`src/rtl/wfba_pkg.sv`:
```
`default_nettype none

package wfba_pkg;

	localparam int MAX_BLOCKS_DEF = 32;
	localparam int SIZE_BITS_DEF  = 16;

	localparam int CFG_W      = 6;
	localparam int IDX_FIELD_W = 5;
	localparam int SIZE_FIELD_W = 16;

	localparam logic MODE_LOAD    = 1'b0;
	localparam logic MODE_REQUEST = 1'b1;

	typedef struct packed {
		logic                    mode;
		logic [IDX_FIELD_W-1:0]  block_index;
		logic [SIZE_FIELD_W-1:0] size;
	} in_item_t;

	typedef struct packed {
		logic                    allocated;
		logic [IDX_FIELD_W-1:0]  chosen_block;
		logic [SIZE_FIELD_W-1:0] chosen_block_size;
		logic [SIZE_FIELD_W-1:0] leftover;
	} out_item_t;

	typedef enum logic [1:0] {
		ST_IDLE,
		ST_SCAN,
		ST_DONE
	} state_t;

endpackage

`default_nettype wire

```
`src/rtl/wfba_ram.sv`:
```
`default_nettype none

// Simple dual-port RAM: one write port, one read port with registered read data.
module wfba_ram #(
	parameter int WIDTH = 16,
	parameter int DEPTH = 32,
	localparam int AW = (DEPTH > 1) ? $clog2(DEPTH) : 1
) (
	input  wire logic             clk,
	input  wire logic             we,
	input  wire logic [AW-1:0]    waddr,
	input  wire logic [WIDTH-1:0] wdata,
	input  wire logic [AW-1:0]    raddr,
	output logic      [WIDTH-1:0] rdata
);

	logic [WIDTH-1:0] mem [DEPTH];

	always_ff @(posedge clk) begin
		if (we) begin
			mem[waddr] <= wdata;
		end
		rdata <= mem[raddr];
	end

endmodule

`default_nettype wire

```
`src/rtl/worst_fit_block_allocator.sv`:
```
`default_nettype none

// Worst-fit block allocator. The block keeps a table of MAX_BLOCKS memory blocks, each with a
// size held in a small RAM and a used flag held in flip-flops that reset clears, so every block
// starts out free. A load transfer (mode 0) writes one block's size and marks it free; it
// produces no result, and a load whose index lies beyond the table is dropped. A request
// transfer (mode 1) carries a file size. The block then walks the first block_count entries
// (saturated to MAX_BLOCKS), one RAM read per cycle through a single comparator, and keeps
// the largest free block that still fits, the lowest index winning a tie. The winner is
// marked used and reported with its size and the leftover fragment; if nothing fits, a result
// with allocated low and all other fields zero is returned. After a request transfer the input
// stays stalled while the sequencer reads each entry in turn, takes the registered RAM read
// data, sees the scan pipeline empty and commits the result; with a count of zero nothing is
// read. The commit also waits while an earlier result still sits stalled in the output
// register. The block thus takes no new item until the request has committed, and the single
// read port of the size RAM lets the scan read only one entry at a time.
// Results sit in an output register, so a finished result may wait for its transfer while the
// next item is taken. Every block size must be loaded before a request scans over it.
// block_count may only be written while the block is idle.
module worst_fit_block_allocator
	import wfba_pkg::*;
#(
	parameter int MAX_BLOCKS = MAX_BLOCKS_DEF,
	parameter int SIZE_BITS  = SIZE_BITS_DEF
) (
	input  wire logic             clk,
	input  wire logic             arst_n,
	input  wire logic             cfg_wen,
	input  wire logic [CFG_W-1:0] cfg_wdata,
	input  wire logic             in_valid,
	output logic                  in_stall,
	input  wire in_item_t         in_data,
	output logic                  out_valid,
	input  wire logic             out_stall,
	output out_item_t             out_data
);

	localparam int IDX_W = (MAX_BLOCKS > 1) ? $clog2(MAX_BLOCKS) : 1;
	localparam int CNT_W = $clog2(MAX_BLOCKS + 1);
	localparam int CMP_W = ((CNT_W > CFG_W) ? CNT_W : CFG_W) + 1;

	// Configuration register.
	logic [CFG_W-1:0] block_count_q;

	// Sequencer state.
	state_t state_q, state_d;

	// Request context.
	logic [SIZE_BITS-1:0] req_size_q;
	logic [CNT_W-1:0]     limit_q;
	logic [CNT_W-1:0]     rd_cnt_q;

	// Compare stage, aligned with the registered RAM read data.
	logic             vld_s1;
	logic [IDX_W-1:0] idx_s1;

	// Best candidate found so far.
	logic                 found_q;
	logic [IDX_W-1:0]     best_idx_q;
	logic [SIZE_BITS-1:0] best_size_q;

	logic [MAX_BLOCKS-1:0] used_q;

	logic                 out_valid_q;
	out_item_t            out_data_q;

	// Control decoded from the state.
	logic in_take;
	logic issue;
	logic commit;

	logic                 load_hit;
	logic                 req_take;
	logic [CMP_W-1:0]     count_ext;
	logic [CMP_W-1:0]     limit_ext;
	logic [IDX_W-1:0]     load_addr;
	logic [SIZE_BITS-1:0] in_size;
	logic [SIZE_BITS-1:0] rd_size;
	logic                 cand_hit;

	assign in_size   = SIZE_BITS'(in_data.size);
	assign load_addr = IDX_W'(in_data.block_index);
	assign load_hit  = in_take && (in_data.mode == MODE_LOAD) &&
		(32'(in_data.block_index) < 32'(MAX_BLOCKS));
	assign req_take  = in_take && (in_data.mode == MODE_REQUEST);

	// A count above the table size saturates to the table size.
	assign count_ext = CMP_W'(block_count_q);
	assign limit_ext = (count_ext > CMP_W'(MAX_BLOCKS)) ? CMP_W'(MAX_BLOCKS) : count_ext;

	wfba_ram #(
		.WIDTH(SIZE_BITS),
		.DEPTH(MAX_BLOCKS)
	) u_size_ram (
		.clk  (clk),
		.we   (load_hit),
		.waddr(load_addr),
		.wdata(in_size),
		.raddr(rd_cnt_q[IDX_W-1:0]),
		.rdata(rd_size)
	);

	// A free entry that fits replaces the best only when strictly larger, so the lowest index
	// wins among equal sizes.
	assign cand_hit = vld_s1 && !used_q[idx_s1] && (rd_size >= req_size_q) &&
		(!found_q || (rd_size > best_size_q));

	always_comb begin
		state_d = state_q;
		case (state_q)
			ST_IDLE: begin
				if (req_take) begin
					state_d = ST_SCAN;
				end
			end
			ST_SCAN: begin
				if (!issue && !vld_s1) begin
					state_d = ST_DONE;
				end
			end
			ST_DONE: begin
				if (commit) begin
					state_d = ST_IDLE;
				end
			end
			default: begin
				state_d = ST_IDLE;
			end
		endcase
	end

	always_comb begin
		in_stall = 1'b1;
		issue    = 1'b0;
		commit   = 1'b0;
		case (state_q)
			ST_IDLE: begin
				in_stall = 1'b0;
			end
			ST_SCAN: begin
				issue = (rd_cnt_q < limit_q);
			end
			ST_DONE: begin
				// The result register must be empty or emptying this cycle.
				commit = !out_valid_q || !out_stall;
			end
			default: begin
				in_stall = 1'b1;
			end
		endcase
	end

	assign in_take = in_valid && !in_stall;

	always_ff @(posedge clk or negedge arst_n) begin
		if (!arst_n) begin
			block_count_q <= '0;
			state_q       <= ST_IDLE;
			rd_cnt_q      <= '0;
			limit_q       <= '0;
			vld_s1        <= 1'b0;
			found_q       <= 1'b0;
			used_q        <= '0;
			out_valid_q   <= 1'b0;
		end else begin
			state_q <= state_d;
			if (cfg_wen) begin
				block_count_q <= cfg_wdata;
			end
			if (req_take) begin
				limit_q  <= CNT_W'(limit_ext);
				rd_cnt_q <= '0;
				found_q  <= 1'b0;
			end
			if (issue) begin
				rd_cnt_q <= rd_cnt_q + 1'b1;
			end
			vld_s1 <= issue;
			if (cand_hit) begin
				found_q <= 1'b1;
			end
			// Loading a block always frees it, even if it was taken before.
			if (load_hit) begin
				used_q[load_addr] <= 1'b0;
			end
			if (commit && found_q) begin
				used_q[best_idx_q] <= 1'b1;
			end
			if (commit) begin
				out_valid_q <= 1'b1;
			end else if (out_valid_q && !out_stall) begin
				out_valid_q <= 1'b0;
			end
		end
	end

	always_ff @(posedge clk) begin
		if (req_take) begin
			req_size_q <= in_size;
		end
		if (issue) begin
			idx_s1 <= rd_cnt_q[IDX_W-1:0];
		end
		if (cand_hit) begin
			best_idx_q  <= idx_s1;
			best_size_q <= rd_size;
		end
		if (commit) begin
			if (found_q) begin
				out_data_q.allocated         <= 1'b1;
				out_data_q.chosen_block      <= IDX_FIELD_W'(best_idx_q);
				out_data_q.chosen_block_size <= SIZE_FIELD_W'(best_size_q);
				out_data_q.leftover          <= SIZE_FIELD_W'(best_size_q - req_size_q);
			end else begin
				out_data_q <= '0;
			end
		end
	end

	assign out_valid = out_valid_q;
	assign out_data  = out_data_q;

endmodule

`default_nettype wire

```
`config.mk`:
```
export PLATFORM = sky130hd
export DESIGN_NAME = worst_fit_block_allocator
export DESIGN_NICKNAME = d
export VERILOG_FILES = /design/src/rtl/wfba_pkg.sv /design/src/rtl/wfba_ram.sv /design/src/rtl/worst_fit_block_allocator.sv
export SDC_FILE = /design/constraint.sdc
export NUM_CORES = 1
export LEC_CHECK = 0
export ABC_AREA = 1
export BUFFER_PORTS_ARGS = -buffer_cell sky130_fd_sc_hd__buf_2
export CORE_UTILIZATION = 45
export DETAILED_ROUTE_END_ITERATION = 8
export GPL_ROUTABILITY_DRIVEN = 0
export GPL_TIMING_DRIVEN = 0
export SYNTH_ARGS = -nofsm -noshare
export SYNTH_HDL_FRONTEND = slang
export SYNTH_HIERARCHICAL = 1
export SYNTH_SLANG_ARGS = --single-unit
export TNS_END_PERCENT = 50
```
`constraint.sdc`:
```
create_clock -name clk -period 6.15 [get_ports clk]
set_clock_uncertainty 0.05 [all_clocks]
set_input_delay 0.3075 -clock clk [delete_from_list [all_inputs] [get_ports clk]]
set_output_delay 0.3075 -clock clk [all_outputs]
set_load 0.05 [all_outputs]
```
## Yosys cells after proc, flatten, opt, wreduce, memory -nomap -nowiden

Memory sizes are Yosys's and may differ from the RTL's. A register that Yosys moved wholly into a read port is not among the register bits.
Cells that the tools add are included.

- Register bits after elaboration: 135
- Memory bits (writable): 512
- Input bits: 33
- Output and inout port bits: 40
- Logic and storage cells: 86
- Memories: 1

- Add/subtract/negate cells: 2
- Order comparisons: 9
- Equal/unequal tests: 5
- Muxes and demuxes: 25
- Bitwise logic cells: 4
- Reduce and logical (&&, ||, !) cells: 24

Memory list:

| name | words | width | read ports | clocked after memory_dff | wr ports | RTL line | RTL |
|---|---|---|---|---|---|---|---|
| u_size_ram.mem | 32 | 16 | 1 | 1 | 1 | wfba_ram.sv:17 | `logic [WIDTH-1:0] mem [DEPTH];` |

Operators with widths:

| kind | number |
|---|---|
| 2-to-1 mux 32 bit | 2 |
| 2-to-1 mux 38 bit | 1 |
| AND 32 bit | 1 |
| NOT 32 bit | 1 |
| bitwise OR 32 bit | 1 |
| less-than comparator 5 x 6 -> 1 bit, second input constant | 3 |
| 2-to-1 mux 6 bit | 3 |
| greater-or-equal comparator 16 bit | 1 |
| > comparator 16 bit | 1 |
| subtractor 16 bit | 1 |
| 2-to-1 mux 1 bit | 12 |
| logical AND 1 bit | 11 |
| demux 1 bit (select 5 bit) | 2 |
| greater-or-equal comparator 5 x 1 -> 1 bit, second input constant | 2 |
| adder 6 x 1 -> 6 bit, second input constant | 1 |
| > comparator 6 bit, second input constant | 1 |
| zero test 1 bit | 6 |
| less-than comparator 6 bit | 1 |
| 2-to-1 mux 2 bit | 3 |
| != test 2 bit, second input constant | 3 |
| one-hot mux 2 bit (3 select lines) | 1 |
| nonzero test 2 bit | 3 |
| binary-select mux 1 bit (select 5 bit) | 1 |
| AND reduction 3 bit | 1 |
| 5 further kinds | 6 |

## Depth between registers and ports, before layout

- Word-level depth: 9
- Depth in mapped cells: 13
- Gate-level depth less buffers: 13

## Cells and area by module

Netlist, hierarchy kept.

Modules (own cells, without submodules):

| module | times used | cells each | area each (µm²) |
|---|---|---|---|
| wfba_ram | 1 | 1794 | 21301.7 |
| worst_fit_block_allocator | 1 | 735 | 7016.7 |

## Worst setup path after synthesis

No wires, ideal clock.

- Path type: reg2reg
- Start point: register out_valid_q, in the netlist out_valid
- End point: register used_q[28]
- Arrival time: 2.503 ns
- Data required time: 6.007 ns
- Slack: 3.505 ns
- Stages on the path, launching flop included: 4
- Path buffers: 0
- Period minus slack after synthesis: 2.645 ns
- Cell sequence: dfrtp_1 a21oi_2 nand4_1 o22ai_1

- Word-level cells in the longest chain between the ends: 5

RTL lines:

| element | RTL line | RTL |
|---|---|---|
| start: declaration | worst_fit_block_allocator.sv:64 | `logic out_valid_q;` |
| start signal: assignment | worst_fit_block_allocator.sv:164 | `out_valid_q <= 1'b0;` |
| start signal: assignment | worst_fit_block_allocator.sv:190 | `out_valid_q <= 1'b1;` |
| start signal: assignment | worst_fit_block_allocator.sv:192 | `out_valid_q <= 1'b0;` |
| zero test 1 bit | worst_fit_block_allocator.sv:145 | `commit = !out_valid_q \|\| !out_stall;` |
| logical OR 1 bit | worst_fit_block_allocator.sv:145 |  |
| 2-to-1 mux 1 bit | worst_fit_block_allocator.sv:136 | `case (state_q)` |
| named net commit | worst_fit_block_allocator.sv:70 | `logic commit;` |
| logical AND 1 bit | worst_fit_block_allocator.sv:186 | `if (commit && found_q) begin` |
| 2-to-1 mux 32 bit | worst_fit_block_allocator.sv:186 |  |
| end signal: assignment | worst_fit_block_allocator.sv:163 | `used_q <= '0;` |
| end signal: indexed assignment | worst_fit_block_allocator.sv:184 | `used_q[load_addr] <= 1'b0;` |
| end signal: indexed assignment | worst_fit_block_allocator.sv:187 | `used_q[best_idx_q] <= 1'b1;` |
| end: declaration | worst_fit_block_allocator.sv:62 | `logic [MAX_BLOCKS-1:0] used_q;` |

The timed path passes the listed nets, and every way through them passes these cells.
A chain may end at the register's enable or synchronous reset.

## Worst setup path in the final report

- Start point: register state_q[0]
- End point: memory u_size_ram.mem[0][12] (enable)

- Word-level cells in the longest chain between the ends: 5

RTL lines:

| element | RTL line | RTL |
|---|---|---|
| start: declaration | worst_fit_block_allocator.sv:46 | `state_t state_q, state_d;` |
| start signal: assignment | worst_fit_block_allocator.sv:166 | `state_q <= state_d;` |
| zero test 2 bit | worst_fit_block_allocator.sv:136 |  |
| logical AND 1 bit | worst_fit_block_allocator.sv:153 | `assign in_take = in_valid && !in_stall;` |
| logical AND 1 bit | worst_fit_block_allocator.sv:83 | `assign load_hit = in_take && (in_data.mode == MODE_LOAD) &&` |
| named net load_hit | worst_fit_block_allocator.sv:72 | `logic load_hit;` |
| 2-to-1 mux 1 bit | wfba_ram.sv:20 | `if (we) begin` |
| 2-to-1 mux 1 bit (implied by the code) | wfba_ram.sv:21 | `mem[waddr] <= wdata;` |
| end: declaration | wfba_ram.sv:17 |  |

The timed path passes the listed nets, and every way through them passes these cells.

==> results.json <==
{
  "layout-drive-gt1-share_pct": 12.35,
  "worst_slew_pin_slew_ns": 1.089,
  "ys_ff_latch": 663,
  "synth_area_leader_cell": "edfxtp_1",
  "wl_per_cell_um": 21.51,
  "grt_use_total_pct": 24.63,
  "cts_setup_buffers": 0,
  "slew_headroom_pct": 27.33,
  "die_y_um": 252.9,
  "portBuffers": 72,
  "dr.pass1.iters": 7,
  "p_switching_mw": 5.097,
  "ioPinCount": 73,
  "dr.first_iter.drc_count": 1960,
  "cp-start-kind": "register",
  "dp.final_hpwl_um": 52040,
  "worst-path-buf-inv": 0,
  "grt_max_degree": 56,
  "yosys-top-cells-area": "edfxtp_1, nand2_1, nand3_1",
  "detail-route-antenna-nets": 0,
  "hold_violations": 0,
  "crit_path_top_delay_cell": "nor2_2",
  "drt_wl_total_um": 77570,
  "clk_pin_slew_ns": 0.06,
  "seqPwrFrac_pct": 38.1,
  "total_power_mw": 14.20,
  "ys_seq_area_share_pct": 68.77,
  "drc_errors": 0,
  "die_area_sq_um": 63940,
  "setup_viol": 0,
  "max_stage_delay_ns": 1.01,
  "cts_root_buffer": "clkbuf_16",
  "nets": 2798,
  "setup_ws_ns": 3.170,
  "synth_fp_nets": 2616,
  "antenna_found_initial": 2,
  "crit_fanout": 16,
  "avgSynthCellArea_sq_um": 11.20,
  "fin_setup_tns_ns": 0,
  "fmax_ghz": 0.3356,
  "num_rows": 91,
  "cts_tree": "yes",
  "diodes": 0,
  "vias": 19650,
  "area_growth_pct": 15.34,
  "crit_path_end_kind": "register",
  "clockPowerShare_pct": 29.5,
  "syn-instance-count": 2529,
  "crit_chain": "nor2_1 -> nand2_1 -> nor2_4 -> nand3_1 -> nor2_2",
  "worstPathArrival_ns": 3.16,
  "p_per_area_nw_per_um2": 434.8,
  "grt_pass1_vias": 18710,
  "overflow": 0,
  "synth_edf_count": 592,
  "synth_area_sq_um": 28320,
  "sw_frac_of_total_pct": 35.89,
  "start_util_pct": 45.72,
  "synthDistinctLibCells": 45,
  "cts.sinks": 663,
  "synth_top_area_share_pct": 62.78,
  "vias_per_cell": 5.449,
  "insertion_delay_ns": 0.61,
  "htreeDepth": 3,
  "min_period_over_period_pct": 48.46,
  "p_leak_nw": 12.82,
  "instances_no_fill": 3606,
  "dp_slack_ns": 3.271,
  "vdd_ir_drop_max_v": 0.0002215,
  "synthFlopType": "edfxtp_1",
  "ys_warn_count": 6,
  "grt_pass1_wl_um": 115300,
  "clockBufferDepth": 3,
  "cts_made_buffers": 71,
  "die_x_um": 252.9,
  "worst_ep_required_time_ns": 6.33,
  "power_frac_comb_pct": 32.4,
  "path_class": "register to register",
  "synthArstFlopShare_pct": 8.296,
  "cap_violations": 0,
  "period_needed_ns": 2.980,
  "rsz0062_at_grt": "false",
  "status": "finished, final reports clean",
  "finalMaxSlewViolations": 0,
  "internal_power_mw": 9.105,
  "dp.cells": 3466,
  "path_delay_family": "simple AND/OR/NAND/NOR gates",
  "hp-class": "primary input to register",
  "core_area_sq_um": 61940
}
final cells by class:
cell class                      count  area, sq um
Buffer                            117        845.8
Multi-Input combinational cell   1614         7569
Timing Repair Buffer              109        915.9
Clock buffer                       96         2017
Clock inverter                     35        275.3
Fill cell                        5355        29280
Sequential cell                   663        19470
Inverter                          135        518.0
Tap cell                          837         1047
power by group through the flow:
stage | sequential [mW] | combinational, mW | clock, mW
6_report | 5.42 | 4.60 | 4.18
5_1_grt | 5.45 | 5.04 | 4.41
4_1_cts | 5.42 | 4.54 | 4.25
3_5_place_dp | 5.51 | 4.51 | 0
3_3_place_gp | 5.51 | 4.41 | 0
2_1_floorplan | 5.69 | 2.80 | 0
placed cells by master, fill, tap and decap left out, types with 16 or more instances in the layout:
master	Yosys	final
nor2_1	67	35
inv_1	130	130
ha_1	53	53
clkbuf_1	22	38
a21oi_1	43	43
buf_6	28	28
clkbuf_16	0	76
nand2_1	850	850
dfxtp_1	16	16
dfrtp_1	55	55
edfxtp_1	592	592
nor2_2	4	36
buf_8	3	27
buf_4	28	29
o21ai_0	84	84
clkinv_1	0	17
nand3_1	454	454
buf_2	33	104
layer usage:
layer,GRT usage [%],up-vias,wire [um]
li1,-,9131,-
met1,34.45,9547,33930
met2,39.43,798,35950
met3,3.721,168,5369
met4,8.121,4,2305
met5,0,-,26
metrics by stage:
| step | cell area [sq um] | utilization, % | hold WS (ns) |
|---|---|---|---|
| floorplan | 28320 | - | -0.03809 |
| global placement | 29730 | 47.99 | 0.3687 |
| detailed placement | 30280 | 48.88 | 0.3759 |
| CTS | 32660 | 52.73 | 0.05499 |
| global route | 32660 | 52.73 | 0.08558 |
| finish | 32660 | 52.73 | 0.1016 |
cells in the mapped netlist (2+ instances only):
cell and instances:
a21o_1 4, clkbuf_1 22, buf_1 2, xor2_1 4, o22ai_1 9, dfrtp_1 55, a21oi_1 43, ha_1 53
o21a_1 3, inv_1 130, o21bai_1 2, inv_2 2, buf_4 28, nor2_1 67, buf_2 33, nor3_1 4
nor2_2 4, o21ai_1 7, o21ai_0 84, nand4_1 3, a211oi_1 2, o31ai_1 3, inv_6 2, buf_8 3
nand2_1 850, nand3_2 2, edfxtp_1 592, nand3_1 454, buf_6 28, a21oi_2 2, dfxtp_1 16, nand3b_1 3
path summary, 6_finish.rpt:
check / slack, ns / from / depth (start not counted) / to
setup / recovery: 3.17 / state_q[0] / 5 / u_size_ram/mem[0][12]
hold / removal: 0.10 / in_data[16] / 3 / used_q[30]
setup reg to reg: 3.17 / state_q[0] / 5 / u_size_ram/mem[0][12]
hold reg to reg: 0.41 / u_size_ram/rdata[0] / 0 / best_size_q[0]
max in group asynchronous: 5.34 / arst_n / 2 / limit_q[4]
min in group asynchronous: 0.25 / arst_n / 2 / rd_cnt_q[1]
tightest hold or removal path, delay by kind of cell:
| family | cells | cell delay (ns) |
|---|---|---|
| compound gates | 2 | 0.18 |
| buf+inv | 1 | 0.23 |
state kept, by name, indices dropped and copies added (netlist names):
register and count:
limit_q 6, out_data 38, best_idx_q 5, rd_cnt_q 6, u_size_ram/mem 512, vld_s1 1
idx_s1 5, u_size_ram/rdata 16, state_q 2, used_q 32, found_q 1, req_size_q 16
out_valid 1, best_size_q 16, block_count_q 6
kinds of logic after synthesis:
group	Yosys count	synth area share, %
buffers and inverters	252	4.816
AOI/OAI and AO/OA	163	3.133
xor gates and xnor gates	4	0.1237
DFF	663	68.77
muxes	1	0.03976
and+or+nand+nor	1392	20.71
adders and majority gates	54	2.412
what timing repair did:
action / 4_1_cts / 5_1_grt
hold buffers: 9 / 0
endpoints found under the hold margin: 63 / 0
setup endpoints to repair: 0 / 0
gates resized for setup: 0 / 0
Note: power is estimated with default switching activity, not from simulation.
